## src/design/mctm_pkg.sv

```systemverilog
// Package for the MIDI clock transport master: event codes, MIDI status bytes,
// output slot codes and the record that travels from the front end to the back end.
// No dependencies.
package mctm_pkg;

    // event codes on the mode field
    localparam logic [2:0] MODE_TICK      = 3'd0;
    localparam logic [2:0] MODE_PLAY      = 3'd1;
    localparam logic [2:0] MODE_STOP      = 3'd2;
    localparam logic [2:0] MODE_PAUSE     = 3'd3;
    localparam logic [2:0] MODE_REWIND    = 3'd4;
    localparam logic [2:0] MODE_FORWARD   = 3'd5;
    localparam logic [2:0] MODE_PORT_PLAY = 3'd6;
    localparam logic [2:0] MODE_PORT_STOP = 3'd7;

    // MIDI real-time and system common bytes
    localparam logic [7:0] MIDI_START    = 8'hfa;
    localparam logic [7:0] MIDI_CONTINUE = 8'hfb;
    localparam logic [7:0] MIDI_STOP     = 8'hfc;
    localparam logic [7:0] MIDI_CLOCK    = 8'hf8;
    localparam logic [7:0] MIDI_SONG_POS = 8'hf2;

    // output slots, sent lowest first
    localparam int SLOT_COUNT = 9;
    localparam logic [3:0] SLOT_POS     = 4'd0;
    localparam logic [3:0] SLOT_POS_LO  = 4'd1;
    localparam logic [3:0] SLOT_POS_HI  = 4'd2;
    localparam logic [3:0] SLOT_START   = 4'd3;
    localparam logic [3:0] SLOT_CONT    = 4'd4;
    localparam logic [3:0] SLOT_STOP    = 4'd5;
    localparam logic [3:0] SLOT_SYNC_SP = 4'd6;
    localparam logic [3:0] SLOT_SYNC_ST = 4'd7;
    localparam logic [3:0] SLOT_CLOCK   = 4'd8;

    // bytes caused by one event; a zero sync mask means no sync byte
    typedef struct packed {
        logic       pos_en;
        logic [6:0] pos_lo;
        logic [6:0] pos_hi;
        logic       start_en;
        logic       cont_en;
        logic       stop_en;
        logic [7:0] ext_mask;
        logic [7:0] sync_stop_mask;
        logic [7:0] sync_start_mask;
        logic       clock_en;
        logic [7:0] clock_mask;
    } rec_t;

endpackage

```

## src/design/mctm_front.sv

```systemverilog
// Front end: accepts events, keeps the transport and meter state and builds one
// byte record per event. Depends on mctm_pkg.
module mctm_front #(
    parameter int CLOCKS_PER_BEAT   = 24,
    parameter int BEATS_PER_MEASURE = 4,
    parameter int PORT_COUNT        = 8
) (
    input  logic          clk,
    input  logic          rst_n,
    input  logic          cfg_valid,
    input  logic          cfg_data,
    input  logic          in_valid,
    input  logic [2:0]    mode,
    input  logic [2:0]    port_index,
    input  logic          q_full,
    output logic          push,
    output mctm_pkg::rec_t push_rec
);
    import mctm_pkg::*;

    localparam int CBW = $clog2(CLOCKS_PER_BEAT);
    localparam int BW  = $clog2(BEATS_PER_MEASURE);
    localparam logic [7:0] ALL_PORTS = 8'((9'd1 << PORT_COUNT) - 9'd1);

    logic          multi_enable_reg;
    logic          running_reg, running_next;
    logic          paused_reg, paused_next;
    logic          start_pend_reg, start_pend_next;
    logic          cont_pend_reg, cont_pend_next;
    logic          stop_pend_reg, stop_pend_next;
    logic [CBW-1:0] cib_reg, cib_next;
    logic [BW-1:0] beat_reg, beat_next;
    logic [7:0]    measure_reg, measure_next;
    logic [7:0]    pcm_reg, pcm_next;
    logic [7:0]    sync_start_reg, sync_start_next;
    logic [7:0]    sync_stop_reg, sync_stop_next;

    logic          accept;
    logic          count;
    logic [CBW:0]  cib_inc;
    logic [BW:0]   beat_inc;
    logic [7:0]    port_bit;
    logic [7:0]    ext_all;
    logic [11:0]   pos;
    rec_t          rec;

    assign accept   = in_valid & ~q_full;
    assign cib_inc  = {1'b0, cib_reg} + {{CBW{1'b0}}, 1'b1};
    assign beat_inc = {1'b0, beat_reg} + {{BW{1'b0}}, 1'b1};
    assign port_bit = ({1'b0, port_index} < 4'(PORT_COUNT)) ? (8'd1 << port_index) : 8'h00;
    assign ext_all  = multi_enable_reg ? ALL_PORTS : 8'h00;
    // position goes out with the meter as left by the command
    assign pos      = {measure_next, 4'b0000} | (12'(beat_next) << 2);

    always_comb
    begin
        running_next    = running_reg;
        paused_next     = paused_reg;
        start_pend_next = start_pend_reg;
        cont_pend_next  = cont_pend_reg;
        stop_pend_next  = stop_pend_reg;
        cib_next        = cib_reg;
        beat_next       = beat_reg;
        measure_next    = measure_reg;
        pcm_next        = pcm_reg;
        sync_start_next = sync_start_reg;
        sync_stop_next  = sync_stop_reg;
        count           = 1'b0;
        rec             = '0;
        rec.ext_mask    = ext_all;

        case (mode)
            MODE_TICK:
            begin
                count = running_reg & ~paused_reg;
                if (start_pend_reg)
                begin
                    start_pend_next = 1'b0;
                    rec.start_en    = 1'b1;
                    running_next    = 1'b1;
                end
                if (cont_pend_reg)
                begin
                    cont_pend_next = 1'b0;
                    rec.cont_en    = 1'b1;
                    paused_next    = 1'b0;
                end
                if (stop_pend_reg)
                begin
                    stop_pend_next = 1'b0;
                    rec.stop_en    = 1'b1;
                    running_next   = 1'b0;
                    paused_next    = 1'b0;
                    count          = 1'b0;
                end
                if (count)
                begin
                    cib_next = cib_inc[CBW-1:0];
                    if (cib_inc >= (CBW+1)'(CLOCKS_PER_BEAT))
                    begin
                        cib_next = '0;
                        // beat boundary: synched port stops, then starts
                        if (multi_enable_reg)
                        begin
                            if (sync_stop_reg != 8'h00)
                            begin
                                rec.sync_stop_mask = sync_stop_reg;
                                pcm_next           = pcm_next & ~sync_stop_reg;
                                sync_stop_next     = 8'h00;
                            end
                            if (sync_start_reg != 8'h00)
                            begin
                                rec.sync_start_mask = sync_start_reg;
                                pcm_next            = pcm_next | sync_start_reg;
                                sync_start_next     = 8'h00;
                            end
                        end
                        beat_next = beat_inc[BW-1:0];
                        if (beat_inc >= (BW+1)'(BEATS_PER_MEASURE))
                        begin
                            beat_next    = '0;
                            measure_next = measure_reg + 8'd1;
                        end
                    end
                    rec.clock_en   = 1'b1;
                    rec.clock_mask = multi_enable_reg ? (pcm_next & ALL_PORTS) : 8'h00;
                end
            end
            MODE_PLAY:
            begin
                cib_next        = '0;
                beat_next       = '0;
                measure_next    = 8'h00;
                rec.pos_en      = 1'b1;
                start_pend_next = 1'b1;
            end
            MODE_STOP:
            begin
                if (!running_reg)
                begin
                    cib_next     = '0;
                    beat_next    = '0;
                    measure_next = 8'h00;
                    rec.pos_en   = 1'b1;
                end
                stop_pend_next = 1'b1;
            end
            MODE_PAUSE:
            begin
                if (running_reg)
                begin
                    if (paused_reg)
                        cont_pend_next = 1'b1;
                    else
                        paused_next = 1'b1;
                end
                else
                begin
                    paused_next = ~paused_reg;
                end
            end
            MODE_REWIND:
            begin
                if (measure_reg != 8'h00)
                    measure_next = measure_reg - 8'd1;
                cib_next   = '0;
                beat_next  = '0;
                rec.pos_en = 1'b1;
            end
            MODE_FORWARD:
            begin
                measure_next = measure_reg + 8'd1;
                cib_next     = '0;
                beat_next    = '0;
                rec.pos_en   = 1'b1;
            end
            MODE_PORT_PLAY:
            begin
                sync_start_next = sync_start_reg | port_bit;
                sync_stop_next  = sync_stop_reg & ~port_bit;
            end
            default:
            begin
                sync_stop_next  = sync_stop_reg | port_bit;
                sync_start_next = sync_start_reg & ~port_bit;
            end
        endcase
    end

    always_comb
    begin
        push_rec        = rec;
        push_rec.pos_lo = pos[6:0];
        push_rec.pos_hi = {2'b00, pos[11:7]};
    end

    assign push     = accept & (rec.pos_en | rec.start_en | rec.cont_en | rec.stop_en |
                                (rec.sync_stop_mask != 8'h00) |
                                (rec.sync_start_mask != 8'h00) | rec.clock_en);

    always_ff @(posedge clk or negedge rst_n)
    begin
        if (!rst_n)
        begin
            multi_enable_reg <= 1'b1;
            running_reg      <= 1'b0;
            paused_reg       <= 1'b0;
            start_pend_reg   <= 1'b0;
            cont_pend_reg    <= 1'b0;
            stop_pend_reg    <= 1'b0;
            cib_reg          <= '0;
            beat_reg         <= '0;
            measure_reg      <= 8'h00;
            pcm_reg          <= ALL_PORTS;
            sync_start_reg   <= 8'h00;
            sync_stop_reg    <= 8'h00;
        end
        else
        begin
            if (cfg_valid)
                multi_enable_reg <= cfg_data;
            if (accept)
            begin
                running_reg    <= running_next;
                paused_reg     <= paused_next;
                start_pend_reg <= start_pend_next;
                cont_pend_reg  <= cont_pend_next;
                stop_pend_reg  <= stop_pend_next;
                cib_reg        <= cib_next;
                beat_reg       <= beat_next;
                measure_reg    <= measure_next;
                pcm_reg        <= pcm_next;
                sync_start_reg <= sync_start_next;
                sync_stop_reg  <= sync_stop_next;
            end
        end
    end

endmodule

```

## src/design/mctm_fifo.sv

```systemverilog
// Two-entry record queue between the front end and the back end.
// Depends on mctm_pkg.
module mctm_fifo (
    input  logic           clk,
    input  logic           rst_n,
    input  logic           push,
    input  mctm_pkg::rec_t push_rec,
    output logic           full,
    output logic           head_valid,
    output mctm_pkg::rec_t head_rec,
    input  logic           pop
);
    import mctm_pkg::*;

    rec_t       entry_reg [2];
    logic       wr_ptr_reg, wr_ptr_next;
    logic       rd_ptr_reg, rd_ptr_next;
    logic [1:0] fill_reg, fill_next;
    logic       do_pop;

    assign full       = (fill_reg == 2'd2);
    assign head_valid = (fill_reg != 2'd0);
    assign head_rec   = entry_reg[rd_ptr_reg];
    assign do_pop     = pop & head_valid;

    always_comb
    begin
        wr_ptr_next = push ? ~wr_ptr_reg : wr_ptr_reg;
        rd_ptr_next = do_pop ? ~rd_ptr_reg : rd_ptr_reg;
        fill_next   = fill_reg + {1'b0, push} - {1'b0, do_pop};
    end

    always_ff @(posedge clk)
    begin
        if (push)
            entry_reg[wr_ptr_reg] <= push_rec;
    end

    always_ff @(posedge clk or negedge rst_n)
    begin
        if (!rst_n)
        begin
            wr_ptr_reg <= 1'b0;
            rd_ptr_reg <= 1'b0;
            fill_reg   <= 2'd0;
        end
        else
        begin
            wr_ptr_reg <= wr_ptr_next;
            rd_ptr_reg <= rd_ptr_next;
            fill_reg   <= fill_next;
        end
    end

endmodule

```

## src/design/mctm_back.sv

```systemverilog
// Back end: expands one record into its MIDI bytes, one word per cycle while out_stall
// is low, into the output register. Depends on mctm_pkg.
module mctm_back (
    input  logic           clk,
    input  logic           rst_n,
    input  logic           head_valid,
    input  mctm_pkg::rec_t head_rec,
    output logic           pop,
    output logic           out_valid,
    input  logic           out_stall,
    output logic [7:0]     midi_byte,
    output logic           to_main,
    output logic [7:0]     port_mask,
    output logic           last
);
    import mctm_pkg::*;

    rec_t                  rec_reg, rec_next;
    logic [SLOT_COUNT-1:0] work_reg, work_next;
    logic [SLOT_COUNT-1:0] work_left;
    logic [SLOT_COUNT-1:0] head_slots;
    logic                  out_valid_reg;
    logic [7:0]            byte_reg;
    logic                  main_reg;
    logic [7:0]            mask_reg;
    logic                  last_reg;
    logic                  advance;
    logic [3:0]            sel;
    logic [7:0]            sel_byte;
    logic                  sel_main;
    logic [7:0]            sel_mask;

    assign advance = (work_reg != '0) & (~out_valid_reg | ~out_stall);

    // lowest pending slot goes first
    always_comb
    begin
        sel = SLOT_CLOCK;
        for (int i = SLOT_COUNT - 1; i >= 0; i--)
            if (work_reg[i])
                sel = 4'(i);
    end

    always_comb
    begin
        sel_main = 1'b1;
        sel_mask = rec_reg.ext_mask;
        case (sel)
            SLOT_POS:
            begin
                sel_byte = MIDI_SONG_POS;
                sel_mask = 8'h00;
            end
            SLOT_POS_LO:
            begin
                sel_byte = {1'b0, rec_reg.pos_lo};
                sel_mask = 8'h00;
            end
            SLOT_POS_HI:
            begin
                sel_byte = {1'b0, rec_reg.pos_hi};
                sel_mask = 8'h00;
            end
            SLOT_START:   sel_byte = MIDI_START;
            SLOT_CONT:    sel_byte = MIDI_CONTINUE;
            SLOT_STOP:    sel_byte = MIDI_STOP;
            SLOT_SYNC_SP:
            begin
                sel_byte = MIDI_STOP;
                sel_main = 1'b0;
                sel_mask = rec_reg.sync_stop_mask;
            end
            SLOT_SYNC_ST:
            begin
                sel_byte = MIDI_CONTINUE;
                sel_main = 1'b0;
                sel_mask = rec_reg.sync_start_mask;
            end
            default:
            begin
                sel_byte = MIDI_CLOCK;
                sel_mask = rec_reg.clock_mask;
            end
        endcase
    end

    assign head_slots = {head_rec.clock_en,
                         head_rec.sync_start_mask != 8'h00,
                         head_rec.sync_stop_mask != 8'h00,
                         head_rec.stop_en, head_rec.cont_en, head_rec.start_en,
                         {3{head_rec.pos_en}}};

    always_comb
    begin
        work_left = work_reg;
        if (advance)
            work_left[sel] = 1'b0;
        // refill as the last word of a record leaves
        pop       = head_valid & (work_left == '0);
        work_next = pop ? head_slots : work_left;
        rec_next  = pop ? head_rec : rec_reg;
    end

    always_ff @(posedge clk)
    begin
        rec_reg <= rec_next;
        if (advance)
        begin
            byte_reg <= sel_byte;
            main_reg <= sel_main;
            mask_reg <= sel_mask;
            last_reg <= (work_left == '0);
        end
    end

    always_ff @(posedge clk or negedge rst_n)
    begin
        if (!rst_n)
        begin
            work_reg      <= '0;
            out_valid_reg <= 1'b0;
        end
        else
        begin
            work_reg <= work_next;
            if (!out_valid_reg || !out_stall)
                out_valid_reg <= advance;
        end
    end

    assign out_valid = out_valid_reg;
    assign midi_byte = byte_reg;
    assign to_main   = main_reg;
    assign port_mask = mask_reg;
    assign last      = last_reg;

endmodule

```

## src/design/midi_clock_transport_master_unit.sv

```systemverilog
// Top level of the MIDI clock transport master: front end, record queue, back end.
// Depends on mctm_pkg, mctm_front, mctm_fifo and mctm_back.
//
//   channel  | handshake             | words
//   ---------+-----------------------+--------------------------------------
//   cfg      | cfg_valid / cfg_ready | cfg_data (multi_enable)
//   in       | in_valid / in_stall   | mode, port_index
//   out      | out_valid / out_stall | midi_byte, to_main, port_mask, last
//
// An event is taken while in_stall is low and its state change is done at that edge;
// in_stall rises only when the two-entry record queue is full.
// The back end sends one byte per cycle while out_stall is low; an event gives 1 to 5
// bytes, each registered after its record moves into the back end's work register.
// Events without bytes (pause, port commands, idle ticks) push no record into the queue.
// Reset sets multi_enable and all port clocks on, transport stopped, meter zero.
module midi_clock_transport_master_unit #(
    parameter int CLOCKS_PER_BEAT   = 24,
    parameter int BEATS_PER_MEASURE = 4,
    parameter int PORT_COUNT        = 8
) (
    input  logic       clk,
    input  logic       rst_n,
    input  logic       cfg_valid,
    output logic       cfg_ready,
    input  logic       cfg_data,
    input  logic       in_valid,
    output logic       in_stall,
    input  logic [2:0] mode,
    input  logic [2:0] port_index,
    output logic       out_valid,
    input  logic       out_stall,
    output logic [7:0] midi_byte,
    output logic       to_main,
    output logic [7:0] port_mask,
    output logic       last
);
    import mctm_pkg::*;

    logic q_full;
    logic push;
    rec_t push_rec;
    logic head_valid;
    rec_t head_rec;
    logic pop;

    assign cfg_ready = 1'b1;
    assign in_stall  = q_full;

    mctm_front #(
        .CLOCKS_PER_BEAT   (CLOCKS_PER_BEAT),
        .BEATS_PER_MEASURE (BEATS_PER_MEASURE),
        .PORT_COUNT        (PORT_COUNT)
    ) u_front (
        .clk        (clk),
        .rst_n      (rst_n),
        .cfg_valid  (cfg_valid),
        .cfg_data   (cfg_data),
        .in_valid   (in_valid),
        .mode       (mode),
        .port_index (port_index),
        .q_full     (q_full),
        .push       (push),
        .push_rec   (push_rec)
    );

    mctm_fifo u_fifo (
        .clk        (clk),
        .rst_n      (rst_n),
        .push       (push),
        .push_rec   (push_rec),
        .full       (q_full),
        .head_valid (head_valid),
        .head_rec   (head_rec),
        .pop        (pop)
    );

    mctm_back u_back (
        .clk        (clk),
        .rst_n      (rst_n),
        .head_valid (head_valid),
        .head_rec   (head_rec),
        .pop        (pop),
        .out_valid  (out_valid),
        .out_stall  (out_stall),
        .midi_byte  (midi_byte),
        .to_main    (to_main),
        .port_mask  (port_mask),
        .last       (last)
    );

endmodule

```

## config.mk

```make
export PLATFORM = sky130hd
export DESIGN_NAME = midi_clock_transport_master_unit
export DESIGN_NICKNAME = d
export VERILOG_FILES = /design/src/design/mctm_pkg.sv /design/src/design/mctm_front.sv /design/src/design/mctm_fifo.sv /design/src/design/mctm_back.sv /design/src/design/midi_clock_transport_master_unit.sv
export SDC_FILE = /design/constraint.sdc
export NUM_CORES = 1
export LEC_CHECK = 0
export ABC_CLOCK_PERIOD_IN_PS = 10500
export BUFFER_PORTS_ARGS = -buffer_cell sky130_fd_sc_hd__buf_2
export CORE_MARGIN = 2
export CORE_UTILIZATION = 55
export CTS_CLUSTER_SIZE = 14
export DETAILED_ROUTE_END_ITERATION = 10
export PLACE_DENSITY_LB_ADDON = 0.05
export SYNTH_ARGS = -nofsm -noshare
export SYNTH_HDL_FRONTEND = slang
export SYNTH_SLANG_ARGS = --single-unit
```

## constraint.sdc

```tcl
create_clock -name clk -period 10.5 [get_ports clk]
set_input_delay 1.575 -clock clk [delete_from_list [all_inputs] [get_ports clk]]
set_output_delay 1.575 -clock clk [all_outputs]
set_load 0.01 [all_outputs]
```

[Word level (Yosys, flattened, before mapping)]
Memories as Yosys holds them, arrays and structs flattened.
Index checks and enable logic that the tools add are counted.
Storage, ports and cells
  input port bits: 12
  logic and storage cells: 207
  output and inout bits: 21
  bits in registers: 123
  bits in writable memories: 98
  memories kept: 1
Operators by class
  mux-type cells: 77
  shift operators: 1
  reductions and logical operators: 37
  equal/unequal tests: 23
  bitwise operators: 31
  order comparisons: 4
  add/sub/neg operators: 6
Memories
  u_fifo.entry_reg: words 2, bits a word 49, read ports 1, clocked after Yosys merged registers in 0, wr ports 1, line mctm_fifo.sv:15  | rec_t entry_reg [2];
Operators with widths (count)
  two-way mux 8 bit: 25
  nonzero test 8 bit: 7
  two-way mux 25 bit: 2
  case mux 8 bit (3 select lines): 2
  case mux 8 bit (6 select lines): 1
  case mux 8 bit (5 select lines): 1
  two-way mux 16 bit: 2
  two-way mux 4 bit: 8
  case mux 8 bit (4 select lines): 1
  AND 8 bit: 3
  bitwise OR 8 bit: 3
  two-way mux 9 bit: 2
  two-way mux 1 bit: 17
  == test 4 x 3 -> 1 bit (second input constant): 4
  NOT 8 bit: 2
  two-way mux 5 bit: 3
  case mux 5 bit (3 select lines): 1
  != test 2 x 1 -> 1 bit (second input constant): 7
  bitwise OR 12 x 4 -> 12 bit: 1
  AND reduction 6 bit: 2
  case mux 1 bit (2 select lines): 5
  nonzero test 2 bit: 5
  AND 9 bit: 1
  == test 3 bit (second input constant): 3
  other kinds (40): 71

[Longest topological paths before layout]
  depth in word-level cells: 21
  depth in mapped cells: 12
  depth with buffers taken out: 11

[By module]
Synthesis repeated with hierarchy kept, for this count alone.
Second synthesis, totals
  cell total of the unflattened synthesis: 778
  area total of the unflattened synthesis: 10412.5 µm²
By module, submodules not included
  mctm_fifo: instances 1, seq. area each 3163.0 µm², cells an instance 176, area an instance 4132.7 µm²
  mctm_front: instances 1, seq. area each 1137.3 µm², cells an instance 412, area an instance 3348.2 µm²
  mctm_back: instances 1, seq. area each 2172.1 µm², cells an instance 188, area an instance 2920.3 µm²
  midi_clock_transport_master_unit: instances 1, seq. area each 0.0 µm², cells an instance 2, area an instance 11.3 µm²

[Least setup slack after synthesis]
Ideal clock, no wire load.
  path kind: input -> register
  from: input port mode[2]
  to: memory u_fifo.entry_reg[0][0] (netlist bit), enable pin
  setup time: 0.438 ns
  cell stages on the path: 4
  path slack: 5.823 ns
  buffers on the path: 1
  data arrival time: 4.240 ns
  data required time: 10.062 ns
  path through: clkbuf_1 o31ai_1 nand3_1 nor2_1
On the way
  word-level cells in the longest chain between the ends: 12
  elaborated cells between the ends (all ways): 20
  those cells by class: eq/ne: 4; mux: 5; bitwise: 7; reduce/logical: 4
Ends and longest elaborated chain
  start, declared: line midi_clock_transport_master_unit.sv:28  | input logic [2:0] mode,
  == test 3 x 1 -> 1 bit / == test 3 bit (equally long branches): line mctm_front.sv:72  | case (mode)
  OR reduction 3 bit (no source line)
  case mux 1 bit (2 select lines): line mctm_front.sv:72
  bitwise OR 1 bit (4 in series): line mctm_front.sv:197  | assign push = accept & (rec.pos_en | rec.start_en | rec.cont_en | rec.stop_en |
  bitwise OR 1 bit: line mctm_front.sv:198  | (rec.sync_stop_mask != 8'h00) |
  bitwise OR 1 bit (*): line mctm_front.sv:199  | (rec.sync_start_mask != 8'h00) | rec.clock_en);
  AND 1 bit (*): line mctm_front.sv:197
  two-way mux 1 bit (*): line mctm_fifo.sv:35  | if (push)
  two-way mux 1 bit (not written as such) (*): line mctm_fifo.sv:36  | entry_reg[wr_ptr_reg] <= push_rec;
  end, declared: line mctm_fifo.sv:15
Mark *: on every way between the ends. The rest lies on a longest branch, timed or not.

[Final worst setup path]
  from: input port out_stall
  to: register u_fifo.fill_reg[1]
On the way
  word-level cells in the longest chain between the ends: 8
Ends and longest elaborated chain
  start, declared: line midi_clock_transport_master_unit.sv:31  | input logic out_stall,
  NOT 1 bit: line mctm_back.sv:33  | assign advance = (work_reg != '0) & (~out_valid_reg | ~out_stall);
  bitwise OR 1 bit: line mctm_back.sv:33
  AND 1 bit: line mctm_back.sv:33
  two-way mux 9 bit: line mctm_back.sv:96  | if (advance)
  zero test 9 bit: line mctm_back.sv:99  | pop = head_valid & (work_left == '0);
  AND 1 bit: line mctm_back.sv:99
  named net pop: line midi_clock_transport_master_unit.sv:44  | logic pop;
  AND 1 bit: line mctm_fifo.sv:24  | assign do_pop = pop & head_valid;
  subtractor 2 x 1 -> 2 bit: line mctm_fifo.sv:30  | fill_next = fill_reg + {1'b0, push} - {1'b0, do_pop};
  named net u_fifo.fill_next[1]: line mctm_fifo.sv:18  | logic [1:0] fill_reg, fill_next;
  end signal, assigned: line mctm_fifo.sv:51  | fill_reg <= fill_next;
  end, declared: line mctm_fifo.sv:18
The timed path passes the listed nets, and every way through them passes these cells.
A chain may end at the register's enable or synchronous reset.

==> key figures <==
Outcome
  – Result of the run: finished, final reports clean

Logic synthesis
  – Prevailing post-synth register cell: edfxtp_1
  – Simple-gate portion of the synthesized area: 12.6%
  – Dominant combinational cell family by area after synthesis: compound AO/OA/AOI/OAI gates
  – Asr flop ratio synth: 30.7%
  – Mean area per synthesized cell: 12.2 µm²
  – Post-synthesis instance total: 722
  – Summed instance area of the synthesized netlist: 8820 µm²
  – Number of distinct library cells after synthesis: 71
  – YS warnings: 0
  – Flops & latches, synth: 192
  – Sequential share of the synthesized area: 62.2%
  – Post-synthesis mux area share: 6.77%
  – Post-synth net total: 742
  – Number of synthesized flops with an enable pin: 133
  – Xor and xnor fraction of the mapped netlist area: 1.19%
  – Adder-cell share of the synthesized area: 1.25%
  – Fraction of the mapped netlist area in compound gates: 13.5%

Critical path
  – Critical path destination: u_fifo.fill_reg[1]
  – Reg-to-reg slack, setup: 6.85 ns
  – Worst Path Arrival: 4.52 ns
  – Crit path required time: 10.84 ns
  – Reg2Reg Capture Point: u_fifo.fill_reg[1]
  – Startpoint of the worst-slack reg-to-reg timing path: u_back.work_reg[1]
  – Worst setup path class: primary input to flip-flop
  – Worst setup path start: out_stall
  – Critical path capture point type: flip-flop
  – Type of origin of the critical path: primary input
  – Depth of the worst register-to-register path: 11
  – Max Fanout on Critical Path: 36

Hold path
  – Worst hold path class: flip-flop to flip-flop
  – Worst hold stages: 1

Power
  – Maximum vdd drop: 0.121 mV
  – LEAKAGE: 3.61 nW
  – Power per cell area: 259 nW/µm²

Detailed routing
  – DRC: 0
  – Iter 0 DRT Violations: 496
  – Drt total wl: 17.8 mm
  – Final antenna-violating net count: 0
  – Routed vias: 5718
  – Wire length per cell: 18.3 µm
  – Via/cell ratio: 5.89
  – Detailed-routing iteration count for the pre-antenna-repair pass: 5

Finish
  – Count of inserted antenna diode cells: 0
  – Fraction of layout cells with a size suffix above 1: 16.8%
  – Largest register FFs: 80
  – Commonest non-fill, non-tap cell in the layout: edfxtp_1
  – Area overhead of the layout relative to synthesis: 9.83%
  – Most frequent cells in the layout: edfxtp_1, nand2_1, nor2_1, dfrtp_1, mux2_2
  – Net count, final: 763

Placement
  – DP HPWL: 12.2 mm
  – Pre-CTS setup slack: 5.87 ns
  – IO buf count: 31
  – Gp weighted congestion: 0.879

Global route
  – Antenna violations before repair: 0
  – First-pass GRT wire length: 28.7 mm
  – Via count of the first global-routing pass: 5440
  – Combined global-route utilization of all metal layers: 22.0%
  – Pin count of the biggest net entering global routing: 60
  – Total global routing overflow: 0

Clock tree
  – CTS resizes: 0
  – Clock slew seen by the registers of the worst setup and hold paths: 0.06 ns
  – Number of CTS-inserted buffers: 17
  – Number of buffers added to fix hold violations after cts: 0
  – Clock Latency Late Sink: 0.43 ns
  – Maximum count of clock buffers along a single path: 2
  – Clock Sinks: 192
  – Number of setup buffers added after CTS: 0
  – Htree depth: 4
  – CTS root buffer: clkbuf_16
  – TritonCTS clock tree: built

Timing
  – Final slew viol count: 0
  – Setup total negative slack: 0 ns
  – Worst setup slack after layout: 6.32 ns
  – Peak Freq: 239 MHz
  – Final min period: 4.18 ns
  – Final hold viol count: 0
  – RSZ-0062 raised after global routing: false
  – Actual slew at the worst max-slew pin: 1.16 ns
  – Final setup skew: 0.0101 ns
  – Post-route clock period utilization: 39.8%
  – Setup-failing EPs final: 0
  – Normalized max-slew margin: 22.0%

Floorplanning
  – Horizontal die dimension: 131 µm
  – Starting utilization of the core area: 55.9%
  – Site row count: 46
  – Chip Height: 131 µm
  – IO Count: 33
  – Floorplan core area: 15800 µm²
  – Full die area: 17100 µm²

Run
  – Number of max-cap violations: 0
## power breakdown
part / switching [mW] / internal [mW]
Combinational: 0.400 / 0.306
Sequential: 0.149 / 1.07
Clock: 0.276 / 0.302
## critical path: stages
cell and delay (ns):
buf_2 0.13, a2111o_1 0.47, maj3_1 0.37, a21oi_1 0.12, and4b_4 0.29, nand3_4 0.13
inv_2 0.59, ha_1 0.35, inv_1 0.06, ha_1 0.15, xnor2_1 0.13, xnor2_1 0.14
## through the flow
step	power (mW)	hold WS [ns]	instance area (µm²)	instances	utilization (%)
after floorplan	1.73	0.468	8820	722	-
after global placement	1.92	0.496	9170	940	58.1
after detailed placement	1.94	0.518	9170	940	58.1
after CTS	2.52	0.535	9690	970	61.4
after global routing	2.65	0.559	9690	970	61.4
final	2.50	0.528	9690	970	61.4
## routing by layer
metal,global-route usage (%),part of all wire [%],vias up
li1,-,-,2756
met1,32.1,47,2785
met2,34.2,47,166
met3,4.07,4.8,11
met4,6.26,0.85,0
met5,0,0,-
## layout make-up
| class | count | area (µm²) |
|---|---|---|
| fillers | 1275 | 6080 |
| flip-flops and latches | 192 | 5480 |
| multi-input cells | 473 | 3130 |
| clock buffers | 19 | 433 |
| well taps | 216 | 270 |
| repair buffers | 37 | 200 |
| clock inverters | 11 | 86.3 |
| inverters | 22 | 82.6 |
## Yosys cell counts (all sizes together), types with 5 or more instances
library cell,instances,area (µm²)
a211oi,9,72.6
a21oi,30,150
a22o,8,70.1
a22oi,11,82.6
and2,10,62.6
and3,20,125
buf,11,47.6
clkbuf,24,90.1
dfrtp,50,1250
dfstp,9,236
edfxtp,133,3990
ha,8,100
inv,22,82.6
mux2,37,417
mux2i,18,180
nand2,56,210
nand3,12,72.6
nand3b,5,37.5
nor2,52,195
nor2b,13,81.3
nor3,10,50.1
nor4,7,43.8
o21ai,62,310
o22a,9,78.8
o22ai,11,68.8
o31ai,6,45.0
or3,6,37.5
xnor2,8,70.1
## worst min path at each step
stage,from,to
4_1_cts,u_fifo.fill_reg[0],u_fifo.fill_reg[0]
3_3_place_gp,u_fifo.fill_reg[1],u_fifo.fill_reg[1]
6_report,u_fifo.fill_reg[0],u_fifo.fill_reg[0]
3_5_place_dp,u_back.rec_reg[49],u_back.midi_byte[6]
2_1_floorplan,u_fifo.wr_ptr_reg,u_fifo.wr_ptr_reg
5_1_grt,u_back.rec_reg[49],u_back.midi_byte[6]
## kinds of logic after synthesis
| logic type | after synthesis |
|---|---|
| multiplexers | 55 |
| XOR/XNOR | 12 |
| AND/OR/NAND/NOR | 216 |
| flip-flops | 192 |
| adder cells (fa/ha/maj) | 9 |
| other | 1 |
| AO/OA/AOI/OAI | 180 |
| buffers and inverters | 57 |
No activity file was read; power rests on OpenSTA's default activity.
